--- config.mk ---
export PLATFORM = sky130hd
export DESIGN_NAME = threshold_event_alarm
export DESIGN_NICKNAME = d
export VERILOG_FILES = /design/src/hdl/tea_pkg.sv /design/src/hdl/tea_cfg.sv /design/src/hdl/tea_core.sv /design/src/hdl/threshold_event_alarm.sv
export SDC_FILE = /design/constraint.sdc
export NUM_CORES = 2
export LEC_CHECK = 0
export BUFFER_PORTS_ARGS = -buffer_cell sky130_fd_sc_hd__buf_2
export CAP_MARGIN = 10
export CORE_MARGIN = 5
export CORE_UTILIZATION = 69
export DETAILED_ROUTE_END_ITERATION = 12
export PLACE_DENSITY = 0.92
export SLEW_MARGIN = 20
export SYNTH_ARGS = -nofsm -noshare
export SYNTH_HDL_FRONTEND = slang
export SYNTH_SLANG_ARGS = --single-unit
--- constraint.sdc ---
create_clock -name clk -period 13.8 [get_ports clk]
set_input_delay 1.38 -clock clk [delete_from_list [all_inputs] [get_ports clk]]
set_output_delay 1.38 -clock clk [all_outputs]
set_load 0.005 [all_outputs]
--- src/hdl/tea_pkg.sv ---
// tea_pkg: shared types, register codes and compare helper for the threshold event alarm
// used by tea_cfg, tea_core and threshold_event_alarm; no dependencies
package tea_pkg;

    // rule state
    typedef enum logic [1:0] {
        ST_IDLE = 2'd0,
        ST_ON   = 2'd1,
        ST_HELD = 2'd2
    } alarm_state_t;

    // reported event kinds
    typedef enum logic [1:0] {
        KIND_RAISE  = 2'd0,
        KIND_REPEAT = 2'd1,
        KIND_CLEAR  = 2'd2,
        KIND_ACK    = 2'd3
    } event_type_t;

    // compare operators for reading and gate
    typedef enum logic [1:0] {
        CMP_GE = 2'd0,
        CMP_LE = 2'd1,
        CMP_GT = 2'd2,
        CMP_LT = 2'd3
    } cmp_op_t;

    // configuration register indexes
    typedef enum logic [2:0] {
        REG_MODE           = 3'd0,
        REG_COMPARE_OP     = 3'd1,
        REG_THRESHOLD      = 3'd2,
        REG_HYSTERESIS_PCT = 3'd3,
        REG_DEBOUNCE_COUNT = 3'd4,
        REG_COOLDOWN_SEC   = 3'd5,
        REG_GATE_OP        = 3'd6,
        REG_GATE_LIMIT     = 3'd7
    } reg_index_t;

    // input item kinds
    typedef enum logic {
        OP_SAMPLE = 1'b0,
        OP_ACK    = 1'b1
    } item_op_t;

    // mode register bits
    localparam int MODE_EVENT = 0;
    localparam int MODE_LATCH = 1;
    localparam int MODE_GATE  = 2;

    // widened width for the clear band compare (100 * reading and friends)
    localparam int WIDE_W = 41;

    // reset values of the registers
    localparam logic [2:0]  RST_MODE       = 3'd0;
    localparam logic [31:0] RST_THRESHOLD  = 32'd0;
    localparam logic [6:0]  RST_HYST_PCT   = 7'd10;
    localparam logic [7:0]  RST_DEBOUNCE   = 8'd2;
    localparam logic [15:0] RST_COOLDOWN   = 16'd60;
    localparam logic [31:0] RST_GATE_LIMIT = 32'd0;
    localparam logic [31:0] RST_COOL_MS    = 32'd60000;

    typedef struct packed {
        logic [2:0]               mode;
        cmp_op_t                  compare_op;
        logic signed [31:0]       threshold;
        logic [7:0]               debounce_count;
        cmp_op_t                  gate_op;
        logic signed [31:0]       gate_limit;
        logic signed [WIDE_W-1:0] clear_limit;   // 100*thr -/+ |thr|*pct
        logic [31:0]              cooldown_ms;
    } cfg_t;

    typedef struct packed {
        item_op_t           op;
        logic signed [31:0] reading;
        logic               gate_present;
        logic signed [31:0] gate_reading;
        logic [31:0]        now_ms;
    } item_t;

    typedef struct packed {
        logic               emit;
        event_type_t        event_type;
        logic signed [31:0] event_value;
    } result_t;

    function automatic logic cmp_hit(logic signed [31:0] v, cmp_op_t op,
                                     logic signed [31:0] t);
        logic hit;
        unique case (op)
            CMP_GE:  hit = (v >= t);
            CMP_LE:  hit = (v <= t);
            CMP_GT:  hit = (v > t);
            CMP_LT:  hit = (v < t);
            default: hit = 1'b0;
        endcase
        return hit;
    endfunction

endpackage

--- src/hdl/tea_cfg.sv ---
// tea_cfg: configuration registers and registered derived limits
// depends on tea_pkg
module tea_cfg (
    input  logic                clk,
    input  logic                rst_n,
    input  logic                wr_en,
    input  logic [2:0]          wr_index,
    input  logic [31:0]         wr_data,
    output tea_pkg::cfg_t       cfg
);

    logic [2:0]          mode_reg;
    tea_pkg::cmp_op_t    compare_op_reg;
    logic signed [31:0]  threshold_reg;
    logic [6:0]          hyst_pct_reg;
    logic [7:0]          debounce_reg;
    logic [15:0]         cooldown_reg;
    tea_pkg::cmp_op_t    gate_op_reg;
    logic signed [31:0]  gate_limit_reg;

    logic signed [tea_pkg::WIDE_W-1:0] clear_limit_reg;
    logic signed [tea_pkg::WIDE_W-1:0] clear_limit_next;
    logic [31:0]                       cool_ms_reg;
    logic [31:0]                       cool_ms_next;

    logic [31:0]                       thr_mag;
    logic [38:0]                       band;
    logic signed [tea_pkg::WIDE_W-1:0] thr_wide;
    logic signed [tea_pkg::WIDE_W-1:0] thr_100;
    logic signed [tea_pkg::WIDE_W-1:0] band_wide;

    always_ff @(posedge clk or negedge rst_n)
    begin
        if (!rst_n)
        begin
            mode_reg       <= tea_pkg::RST_MODE;
            compare_op_reg <= tea_pkg::CMP_GE;
            threshold_reg  <= tea_pkg::RST_THRESHOLD;
            hyst_pct_reg   <= tea_pkg::RST_HYST_PCT;
            debounce_reg   <= tea_pkg::RST_DEBOUNCE;
            cooldown_reg   <= tea_pkg::RST_COOLDOWN;
            gate_op_reg    <= tea_pkg::CMP_LE;
            gate_limit_reg <= tea_pkg::RST_GATE_LIMIT;
        end
        else if (wr_en)
        begin
            unique case (tea_pkg::reg_index_t'(wr_index))
                tea_pkg::REG_MODE:           mode_reg       <= wr_data[2:0];
                tea_pkg::REG_COMPARE_OP:     compare_op_reg <= tea_pkg::cmp_op_t'(wr_data[1:0]);
                tea_pkg::REG_THRESHOLD:      threshold_reg  <= wr_data;
                tea_pkg::REG_HYSTERESIS_PCT: hyst_pct_reg   <= wr_data[6:0];
                tea_pkg::REG_DEBOUNCE_COUNT: debounce_reg   <= wr_data[7:0];
                tea_pkg::REG_COOLDOWN_SEC:   cooldown_reg   <= wr_data[15:0];
                tea_pkg::REG_GATE_OP:        gate_op_reg    <= tea_pkg::cmp_op_t'(wr_data[1:0]);
                tea_pkg::REG_GATE_LIMIT:     gate_limit_reg <= wr_data;
                default:                     mode_reg       <= mode_reg;
            endcase
        end
    end

    // clear band limit: exact, widened so nothing overflows
    always_comb
    begin
        thr_mag   = threshold_reg[31] ? (~threshold_reg + 32'd1) : threshold_reg;
        band      = {7'd0, thr_mag} * {32'd0, hyst_pct_reg};
        thr_wide  = {{(tea_pkg::WIDE_W-32){threshold_reg[31]}}, threshold_reg};
        thr_100   = thr_wide * 41'sd100;
        band_wide = {{(tea_pkg::WIDE_W-39){1'b0}}, band};
        if (compare_op_reg == tea_pkg::CMP_GE || compare_op_reg == tea_pkg::CMP_GT)
            clear_limit_next = thr_100 - band_wide;
        else
            clear_limit_next = thr_100 + band_wide;
        cool_ms_next = {16'd0, cooldown_reg} * 32'd1000;
    end

    always_ff @(posedge clk or negedge rst_n)
    begin
        if (!rst_n)
        begin
            clear_limit_reg <= '0;
            cool_ms_reg     <= tea_pkg::RST_COOL_MS;
        end
        else
        begin
            clear_limit_reg <= clear_limit_next;
            cool_ms_reg     <= cool_ms_next;
        end
    end

    always_comb
    begin
        cfg.mode           = mode_reg;
        cfg.compare_op     = compare_op_reg;
        cfg.threshold      = threshold_reg;
        cfg.debounce_count = debounce_reg;
        cfg.gate_op        = gate_op_reg;
        cfg.gate_limit     = gate_limit_reg;
        cfg.clear_limit    = clear_limit_reg;
        cfg.cooldown_ms    = cool_ms_reg;
    end

endmodule

--- src/hdl/tea_core.sv ---
// tea_core: alarm rule state and per-item decision logic
// depends on tea_pkg
module tea_core (
    input  logic                clk,
    input  logic                rst_n,
    input  tea_pkg::cfg_t       cfg,
    input  tea_pkg::item_t      item,
    input  logic                advance,
    output tea_pkg::result_t    result
);

    tea_pkg::alarm_state_t alarm_state_reg;
    tea_pkg::alarm_state_t alarm_state_next;
    logic [7:0]            run_reg;
    logic [7:0]            run_next;
    logic [31:0]           notify_reg;
    logic [31:0]           notify_next;
    logic signed [31:0]    prev_reg;
    logic                  have_prev_reg;

    logic                          is_event;
    logic                          latch;
    logic                          gate_ok;
    logic                          trip;
    logic                          cond;
    logic                          cool_ok;
    logic                          clear_hit;
    logic [31:0]                   elapsed;
    logic [7:0]                    need;
    logic [7:0]                    run_inc;
    logic signed [tea_pkg::WIDE_W-1:0] v_wide;
    logic signed [tea_pkg::WIDE_W-1:0] v_100;

    assign is_event = cfg.mode[tea_pkg::MODE_EVENT];
    assign latch    = cfg.mode[tea_pkg::MODE_LATCH];
    assign gate_ok  = !cfg.mode[tea_pkg::MODE_GATE] ||
                      (item.gate_present &&
                       tea_pkg::cmp_hit(item.gate_reading, cfg.gate_op, cfg.gate_limit));
    assign trip     = tea_pkg::cmp_hit(item.reading, cfg.compare_op, cfg.threshold) && gate_ok;
    assign cond     = is_event ? (have_prev_reg && (item.reading > prev_reg) && gate_ok) : trip;
    assign elapsed  = item.now_ms - notify_reg;
    assign cool_ok  = (notify_reg == 32'd0) || (elapsed >= cfg.cooldown_ms);
    assign need     = (cfg.debounce_count == 8'd0) ? 8'd1 : cfg.debounce_count;
    assign run_inc  = run_reg + 8'd1;
    assign v_wide   = {{(tea_pkg::WIDE_W-32){item.reading[31]}}, item.reading};
    assign v_100    = v_wide * 41'sd100;
    assign clear_hit = (cfg.compare_op == tea_pkg::CMP_GE || cfg.compare_op == tea_pkg::CMP_GT)
                       ? (v_100 < cfg.clear_limit) : (v_100 > cfg.clear_limit);

    // next state
    always_comb
    begin
        alarm_state_next = alarm_state_reg;
        if (item.op == tea_pkg::OP_ACK)
        begin
            if (alarm_state_reg == tea_pkg::ST_HELD)
                alarm_state_next = tea_pkg::ST_IDLE;
        end
        else
        begin
            unique case (alarm_state_reg)
                tea_pkg::ST_ON:
                begin
                    if (clear_hit)
                        alarm_state_next = latch ? tea_pkg::ST_HELD : tea_pkg::ST_IDLE;
                end
                tea_pkg::ST_HELD:
                    alarm_state_next = tea_pkg::ST_HELD;
                default:
                begin
                    if (cond && is_event && cool_ok && latch)
                        alarm_state_next = tea_pkg::ST_HELD;
                    else if (cond && !is_event && run_inc >= need)
                        alarm_state_next = tea_pkg::ST_ON;
                end
            endcase
        end
    end

    // outputs and datapath updates
    always_comb
    begin
        result.emit        = 1'b0;
        result.event_type  = tea_pkg::KIND_RAISE;
        result.event_value = item.reading;
        run_next           = run_reg;
        notify_next        = notify_reg;
        if (item.op == tea_pkg::OP_ACK)
        begin
            if (alarm_state_reg == tea_pkg::ST_HELD)
            begin
                result.emit        = 1'b1;
                result.event_type  = tea_pkg::KIND_ACK;
                result.event_value = prev_reg;
                run_next           = 8'd0;
            end
        end
        else
        begin
            unique case (alarm_state_reg)
                tea_pkg::ST_ON:
                begin
                    if (clear_hit)
                    begin
                        result.emit       = 1'b1;
                        result.event_type = tea_pkg::KIND_CLEAR;
                        run_next          = 8'd0;
                    end
                    else if (cool_ok)
                    begin
                        result.emit       = 1'b1;
                        result.event_type = tea_pkg::KIND_REPEAT;
                        notify_next       = item.now_ms;
                    end
                end
                tea_pkg::ST_HELD:
                begin
                    if (!is_event && trip && cool_ok)
                    begin
                        result.emit = 1'b1;
                        notify_next = item.now_ms;
                    end
                end
                default:
                begin
                    if (!cond)
                        run_next = 8'd0;
                    else if (is_event)
                    begin
                        if (cool_ok)
                        begin
                            result.emit = 1'b1;
                            notify_next = item.now_ms;
                        end
                    end
                    else if (run_inc >= need)
                    begin
                        result.emit = 1'b1;
                        notify_next = item.now_ms;
                        run_next    = 8'd0;
                    end
                    else
                        run_next = run_inc;
                end
            endcase
        end
    end

    always_ff @(posedge clk or negedge rst_n)
    begin
        if (!rst_n)
        begin
            alarm_state_reg <= tea_pkg::ST_IDLE;
            run_reg         <= 8'd0;
            notify_reg      <= 32'd0;
            prev_reg        <= 32'sd0;
            have_prev_reg   <= 1'b0;
        end
        else if (advance)
        begin
            alarm_state_reg <= alarm_state_next;
            run_reg         <= run_next;
            notify_reg      <= notify_next;
            if (item.op == tea_pkg::OP_SAMPLE)
            begin
                prev_reg      <= item.reading;
                have_prev_reg <= 1'b1;
            end
        end
    end

endmodule

--- src/hdl/threshold_event_alarm.sv ---
// threshold_event_alarm: top level of the single-rule threshold / event alarm
// depends on tea_pkg, tea_cfg and tea_core
//
// One alarm rule fed by a stream of words. A sample word carries a signed Q16.16 reading,
// an optional gate reading and a wrapping millisecond timestamp; an acknowledge word
// releases a latched alarm. Each accepted word yields at most one result word (raised,
// renotify, cleared or acknowledged, with the reading it reports). The block takes one
// word per cycle while its results are taken: a word is registered at the input, decided
// by the combinational rule logic against the current state, and its result lands in the
// output register, which drives m_tvalid. The output register lets the next word be
// decided while the sink is ready; when a result sits untaken, the input register holds
// and s_tready drops. Configuration writes are always taken (cfg_ready is tied high) and
// must be made while no word is in flight; the clear band limit and cooldown in
// milliseconds are rebuilt in a register in the cycle after a write.
module threshold_event_alarm (
    input  logic         clk,
    input  logic         rst_n,

    // input stream
    input  logic         s_tvalid,
    output logic         s_tready,
    input  logic [103:0] s_tdata,    // reading[31:0], gate_present[32],
                                     // gate_reading[64:33], now_ms[96:65], zero pad
    input  logic [0:0]   s_tuser,    // op[0]: 0 sample, 1 acknowledge

    // result stream
    output logic         m_tvalid,
    input  logic         m_tready,
    output logic [31:0]  m_tdata,    // event_value[31:0]
    output logic [1:0]   m_tuser,    // event_type[1:0]

    // configuration writes
    input  logic         cfg_valid,
    output logic         cfg_ready,
    input  logic [2:0]   cfg_index,
    input  logic [31:0]  cfg_data
);

    tea_pkg::cfg_t    cfg;
    tea_pkg::item_t   item_reg;
    tea_pkg::result_t result;

    logic               in_valid_reg;
    logic               in_valid_next;
    logic               out_valid_reg;
    logic               out_valid_next;
    logic [1:0]         out_type_reg;
    logic signed [31:0] out_value_reg;
    logic               advance;
    logic               in_take;

    assign cfg_ready = 1'b1;

    tea_cfg u_cfg (
        .clk      (clk),
        .rst_n    (rst_n),
        .wr_en    (cfg_valid),
        .wr_index (cfg_index),
        .wr_data  (cfg_data),
        .cfg      (cfg)
    );

    // the held word is decided when the output register is free or being drained
    assign advance  = in_valid_reg && (!out_valid_reg || m_tready);
    assign s_tready = !in_valid_reg || advance;
    assign in_take  = s_tvalid && s_tready;

    always_comb
    begin
        in_valid_next  = in_take || (in_valid_reg && !advance);
        out_valid_next = (advance && result.emit) || (out_valid_reg && !m_tready);
    end

    always_ff @(posedge clk or negedge rst_n)
    begin
        if (!rst_n)
        begin
            in_valid_reg  <= 1'b0;
            out_valid_reg <= 1'b0;
        end
        else
        begin
            in_valid_reg  <= in_valid_next;
            out_valid_reg <= out_valid_next;
        end
    end

    // input word register, payload only
    always_ff @(posedge clk)
    begin
        if (in_take)
        begin
            item_reg.op           <= tea_pkg::item_op_t'(s_tuser[0]);
            item_reg.reading      <= s_tdata[31:0];
            item_reg.gate_present <= s_tdata[32];
            item_reg.gate_reading <= s_tdata[64:33];
            item_reg.now_ms       <= s_tdata[96:65];
        end
    end

    tea_core u_core (
        .clk     (clk),
        .rst_n   (rst_n),
        .cfg     (cfg),
        .item    (item_reg),
        .advance (advance),
        .result  (result)
    );

    // result word register, payload only
    always_ff @(posedge clk)
    begin
        if (advance && result.emit)
        begin
            out_type_reg  <= result.event_type;
            out_value_reg <= result.event_value;
        end
    end

    assign m_tvalid = out_valid_reg;
    assign m_tdata  = out_value_reg;
    assign m_tuser  = out_type_reg;

endmodule
## Word level (Yosys, flattened, before mapping)

Index checks and enable logic that the tools add are counted.

- Bitwise operators: 2
- Order comparisons: 13
- Equality and inequality tests: 21
- $add $sub $neg: 5
- Multiply operators: 4
- Multiplexer cells: 40
- Reductions and logical operators: 49

Operator list:

| kind | number |
|---|---|
| 2-to-1 mux 32 bit | 8 |
| > comparator 32 bit | 3 |
| multiplier 32 x 6 -> 38 bit (second input constant) | 2 |
| greater-or-equal comparator 32 bit | 2 |
| <= comparator 32 bit | 2 |
| < comparator 32 bit | 2 |
| case mux 32 bit (2 select lines) | 1 |
| 2-to-1 mux 8 bit | 7 |
| adder 41 x 40 -> 41 bit | 1 |
| > comparator 41 bit | 1 |
| < comparator 41 bit | 1 |
| 2-to-1 mux 41 bit | 1 |
| subtractor 41 x 40 -> 41 bit | 1 |
| multiplier 32 x 7 -> 39 bit | 1 |
| 2-to-1 mux 35 bit | 1 |
| adder 32 x 1 -> 32 bit (second input constant) | 1 |
| greater-or-equal comparator 32 x 26 -> 1 bit | 1 |
| logical NOT 32 bit | 1 |
| inverter 32 bit | 1 |
| subtractor 32 bit | 1 |
| multiplier 16 x 7 -> 23 bit (second input constant) | 1 |
| AND reduction 2 bit | 9 |
| logical AND 1 bit | 16 |
| case mux 8 bit (2 select lines) | 1 |
| 28 further kinds | 68 |

- Output and inout port bits: 37
- Bits of input ports: 145
- Register bits after elaboration: 375
- Word-level logic and storage cells: 158

## Longest topological paths before layout

- Depth after elaboration: 12
- Mapped depth: 42
- Mapped depth without buffers: 40

## Modules after synthesis

Synthesis repeated with hierarchy kept, for this count alone.

- Cells, all modules: 4214
- Area, all modules: 40141.0 um2

Modules (own cells, without submodules):

| module | cells an instance | area an instance (um2) | seq. area each (um2) | instances |
|---|---|---|---|---|
| tea_cfg | 2556 | 23323.6 | 4172.8 | 1 |
| tea_core | 1514 | 12731.0 | 1876.8 | 1 |
| threshold_event_alarm | 144 | 4086.4 | 4013.8 | 1 |

## Least setup slack after synthesis

Ideal clock, no wire load.

- Path type: flip-flop to flip-flop
- From: register u_cfg.threshold_reg[0]
- To: register u_cfg.clear_limit_reg[39] (netlist bit)
- Library setup time: 0.080 ns
- Clock period less this slack: 8.669 ns
- Data arrival time: 8.589 ns
- Path buffers: 2
- Cell stages (with the launch flop): 38
- Path slack: 5.131 ns
- Data required time: 13.720 ns
- Cells stage by stage: dfrtp_1 buf_2 inv_1 ha_1 and3_1 and3_1 nor2_1 xnor2_1 nor2b_1 fa_1 fa_1 fa_1 inv_1 fa_1 inv_1 ha_1 a21o_1 a21o_1 (+2 left out) nand4_1 o21ba_1 o21bai_1 a41o_1 xor2_1 ha_1 clkbuf_1 nand2_1 nor3_1 nand2_1 nor3_1 nand3_1 o311ai_1 o41ai_1 o21a_1 or4_1 o211ai_1 xor2_1

- Cells in the longest elaborated chain, start to end: 6
- Elaborated cells on any way between the ends: 8
- Those cells by class: add/sub (3); mul (2); mux (2); bitwise (1)

RTL lines:

| what | RTL line | source |
|---|---|---|
| start, declared | tea_cfg.sv:14 | `logic signed [31:0] threshold_reg;` |
| start signal, assigned | tea_cfg.sv:38 | `threshold_reg <= tea_pkg::RST_THRESHOLD;` |
| start signal, assigned | tea_cfg.sv:50 | `tea_pkg::REG_THRESHOLD: threshold_reg <= wr_data;` |
| inverter 32 bit | tea_cfg.sv:64 | `thr_mag = threshold_reg[31] ? (~threshold_reg + 32'd1) : threshold_reg;` |
| adder 32 x 1 -> 32 bit | tea_cfg.sv:64 |  |
| 2-to-1 mux 32 bit | tea_cfg.sv:64 |  |
| multiplier 32 x 7 -> 39 bit | tea_cfg.sv:65 | `band = {7'd0, thr_mag} * {32'd0, hyst_pct_reg};` |
| adder 41 x 40 -> 41 bit / subtractor 41 x 40 -> 41 bit (equally long branches) | tea_cfg.sv:72, tea_cfg.sv:70 |  |
| 2-to-1 mux 41 bit * | tea_cfg.sv:69 | `if (compare_op_reg == tea_pkg::CMP_GE \|\| compare_op_reg == tea_pkg::CMP_GT)` |
| net u_cfg.clear_limit_next (one bit) | tea_cfg.sv:22 | `logic signed [tea_pkg::WIDE_W-1:0] clear_limit_next;` |
| end signal, assigned | tea_cfg.sv:85 | `clear_limit_reg <= clear_limit_next;` |
| end, declared | tea_cfg.sv:21 | `logic signed [tea_pkg::WIDE_W-1:0] clear_limit_reg;` |

The timed path passes the listed nets; every way through them passes the cells marked *.
A chain may end at the register's enable or synchronous reset.

## Worst setup path in the final report

- From: register u_cfg.threshold_reg[31]
- To: register u_cfg.clear_limit_reg[38] (netlist bit)

Same word-level chain as after synthesis.

==> impl_metrics.csv <==
group,metric,value,unit
worst_setup_path,slowest_delay,1020,ps
worst_setup_path,setup.worst_path.start,"u_cfg.threshold_reg[31]$_DFFE_PN0P_",
floorplanning,pin_count,182,
place,io_buffers,173,
logic_synthesis,yosysTopAreaCell,"ha_1",
logic_synthesis,async_flop_share,0.648,
final_layout,drive_above_1_share,0.0830,
logic_synthesis,yosys_warnings,0,
logic_synthesis,synth_compound_area_frac,0.144,
final_layout,layout_commonest_cell,"inv_1",
final_layout,layout_common_cells,"inv_1 (742), ha_1 (611), nand2_1 (324)",
worst_setup_path,worstSetupPathType,"flop to flop",
cts,clk_pin_slew,60,ps
cts,hold_buffers,0,
sta,fin_crit_sh,0.846,
worst_setup_path,crit_path_end,"u_cfg.clear_limit_reg[38]$_DFF_PN0_",
global_routing,grt_pass1_vias,34400,
global_routing,track_usage,0.343,
worst_setup_path,crit_path_max_fanout,24,
logic_synthesis,yosys_register_bits,375,
global_routing,grt_pass1_wl,177,mm
worst_setup_path,end_kind,"flop",
logic_synthesis,syn_inst,4370,
logic_synthesis,synth_edf_count,132,
final_layout,utilization,0.746,
final_layout,fin_nets,5520,
sta,relSlewSlack,0.243,
routing,drt-total-wl,110,mm
cts,cts_buffer_depth,3,
global_routing,grt_max_degree,104,
logic_synthesis,synth_top_family_by_area,"adder cells",
sta,fmax,85.6,MHz
worst_hold_path,holdCritPathClass,"flop to flop",
worst_setup_path,r2r_slack,2120,ps
place,hpwl,82.7,mm
run,maxCapViolations,0,
logic_synthesis,ys_types,95,
sta,hold_viol,0,
logic_synthesis,synth.area.top_cells,"ha_1 (19%), dfrtp_1 (14%), fa_1 (13%)",
logic_synthesis,seq_area_frac_synth,0.251,
place,gp_congestion,0.959,
final_layout,seq_area,10100,µm²
worst_setup_path,critPathRequiredTime,14250,ps
routing,via_count,33200,
floorplanning,die_w,251,µm
floorplanning,core_area,57700,µm²
floorplanning,die_height,251,µm
cts,cts_root_buffer,"clkbuf_16",
routing,antenna_left,0,
worst_setup_path,cp_common_cell,"fa_1",
sta,fin_setup_tns,0,ps
floorplanning,die_area,63100,µm²
routing,post_drt_via_cell_ratio,6.27,
routing,first_iter_violations,3035,
logic_synthesis,syn_area_per_cell,9.18,µm²
logic_synthesis,synth_top_area_share,0.191,
global_routing,antenna_found_initial,3,
cts,ctsResizeCount,0,
global_routing,grt.overflow.total,0,
sta,tightest_slew,1110,ps
run_status,outcome,"finished, final reports clean",
sta,layout_min_cycle_time,11680,ps
logic_synthesis,ys.flop_type,"dfrtp_1",
final_layout,fillers,3793,
floorplanning,row_count,88,
routing,drt-pass1-iter-count,7,
cts,cts_tree,"done",
logic_synthesis,synthSimpleGateAreaFrac,0.133,
cts,insertion_delay,580,ps
cts,htreeDepth,2,
final_layout,largest_reg_flops,98,
final_layout,multiInputGateArea,26800,µm²
worst_setup_path,critical-path-slowest-cell,"a2111oi_0",
worst_setup_path,worstSetupStartpointType,"flop",
logic_synthesis,synthAdderAreaFrac,0.323,
logic_synthesis,syn-num-nets,5391,
sta,clock_skew,18.7,ps
worst_setup_path,arrival,12120,ps
floorplanning,start_util,0.695,
logic_synthesis,synth_xor_area_frac,0.0467,
logic_synthesis,synth_area,40100,µm²
cts,cts_sinks,375,
sta,finalSetupViolations,0,
sta,drv_slew,0,
routing,route.detailed.drc,0,
sta,grt_setup_unrepaired,"no",
logic_synthesis,synthMuxAreaShare,0.0224,
worst_setup_path,regToRegStartpoint,"u_cfg.threshold_reg[31]$_DFFE_PN0P_",
cts,numCtsBuffers,43,
final_layout,syn2layout_area_growth,7.29,%
routing,wl_per_cell,20.7,µm
worst_setup_path,r2r_end,"u_cfg.clear_limit_reg[38]$_DFF_PN0_",
worst_setup_path,r2r_cells,34,
cts,post_cts_buffers,0,
-- cell type report --
cell class	count	area share
multi-input combinational	3142	0.624
clock inverter	24	0.00497
clock buffer	54	0.0267
inverter	746	0.0650
antenna	3	0.000174
tap	765	0.0222
sequential	375	0.234
timing repair buffer	191	0.0236
-- stage by stage --
step                hold WS, ps  worst slack (ps)  instances  instance area [µm²]
floorplan                   435              5130       4370                40100
global placement            453              3030       5219                41700
detailed placement          465              2630       5219                41700
CTS                         487              2540       5297                43000
global route                505              1750       5299                43000
finish                      493              2120       5300                43000
-- worst max-delay path, delay by kind of cell (launching register included) --
family / cells / cell delay [ps]
AO/OA/AOI/OAI: 13 / 3850
XOR/XNOR: 3 / 910
adder cells (fa/ha/maj): 6 / 2840
buffers and inverters: 3 / 1090
flip-flops: 1 / 940
AND/OR/NAND/NOR: 9 / 1880
-- routing by layer --
layer	up-vias	share of wire	GRT usage
met5	-	0	0
met4	0	0.068	0.194
met3	473	0.078	0.0569
met2	1705	0.49	0.597
met1	16100	0.36	0.403
li1	15000	-	-
-- logic make-up (layout without fill, tap and decap cells) --
kind of cell | count (synthesis) | count (layout)
xor+xnor | 214 | 214
buf+inv | 853 | 1015
simple gates | 1072 | 1072
flops | 375 | 375
mux | 81 | 81
other cells | 1 | 4
compound gates | 898 | 898
fa+ha+maj | 876 | 876
-- worst min path at each step --
stage / from / endpoint / cells after the start
4_1_cts: u_core.have_prev_reg$_DFFE_PN0P_ / u_core.have_prev_reg$_DFFE_PN0P_ / 1
6_report: u_core.have_prev_reg$_DFFE_PN0P_ / u_core.have_prev_reg$_DFFE_PN0P_ / 1
2_1_floorplan: u_core.have_prev_reg$_DFFE_PN0P_ / u_core.have_prev_reg$_DFFE_PN0P_ / 1
5_1_grt: u_core.have_prev_reg$_DFFE_PN0P_ / u_core.have_prev_reg$_DFFE_PN0P_ / 1
3_5_place_dp: u_core.have_prev_reg$_DFFE_PN0P_ / u_core.have_prev_reg$_DFFE_PN0P_ / 1
3_3_place_gp: u_core.have_prev_reg$_DFFE_PN0P_ / u_core.have_prev_reg$_DFFE_PN0P_ / 1
-- synthesized netlist by cell type, drive strengths merged (20+ instances only) --
cell,n
inv,745
ha,611
nand2,325
o21ai,274
fa,265
dfrtp,228
a21oi,227
nor2,199
nor2b,173
xnor2,159
edfxtp,132
a21o,92
clkbuf,89
nand3,86
nand2b,71
mux2,69
xor2,55
and2,46
nor3,39
nand4,37
o21bai,36
o311a,30
o21a,29
a211oi,28
nor4,28
and3,23
a31oi,20
Power is not shown: default switching activity piles up to over one toggle a cycle in this logic, so the estimate is an artifact.
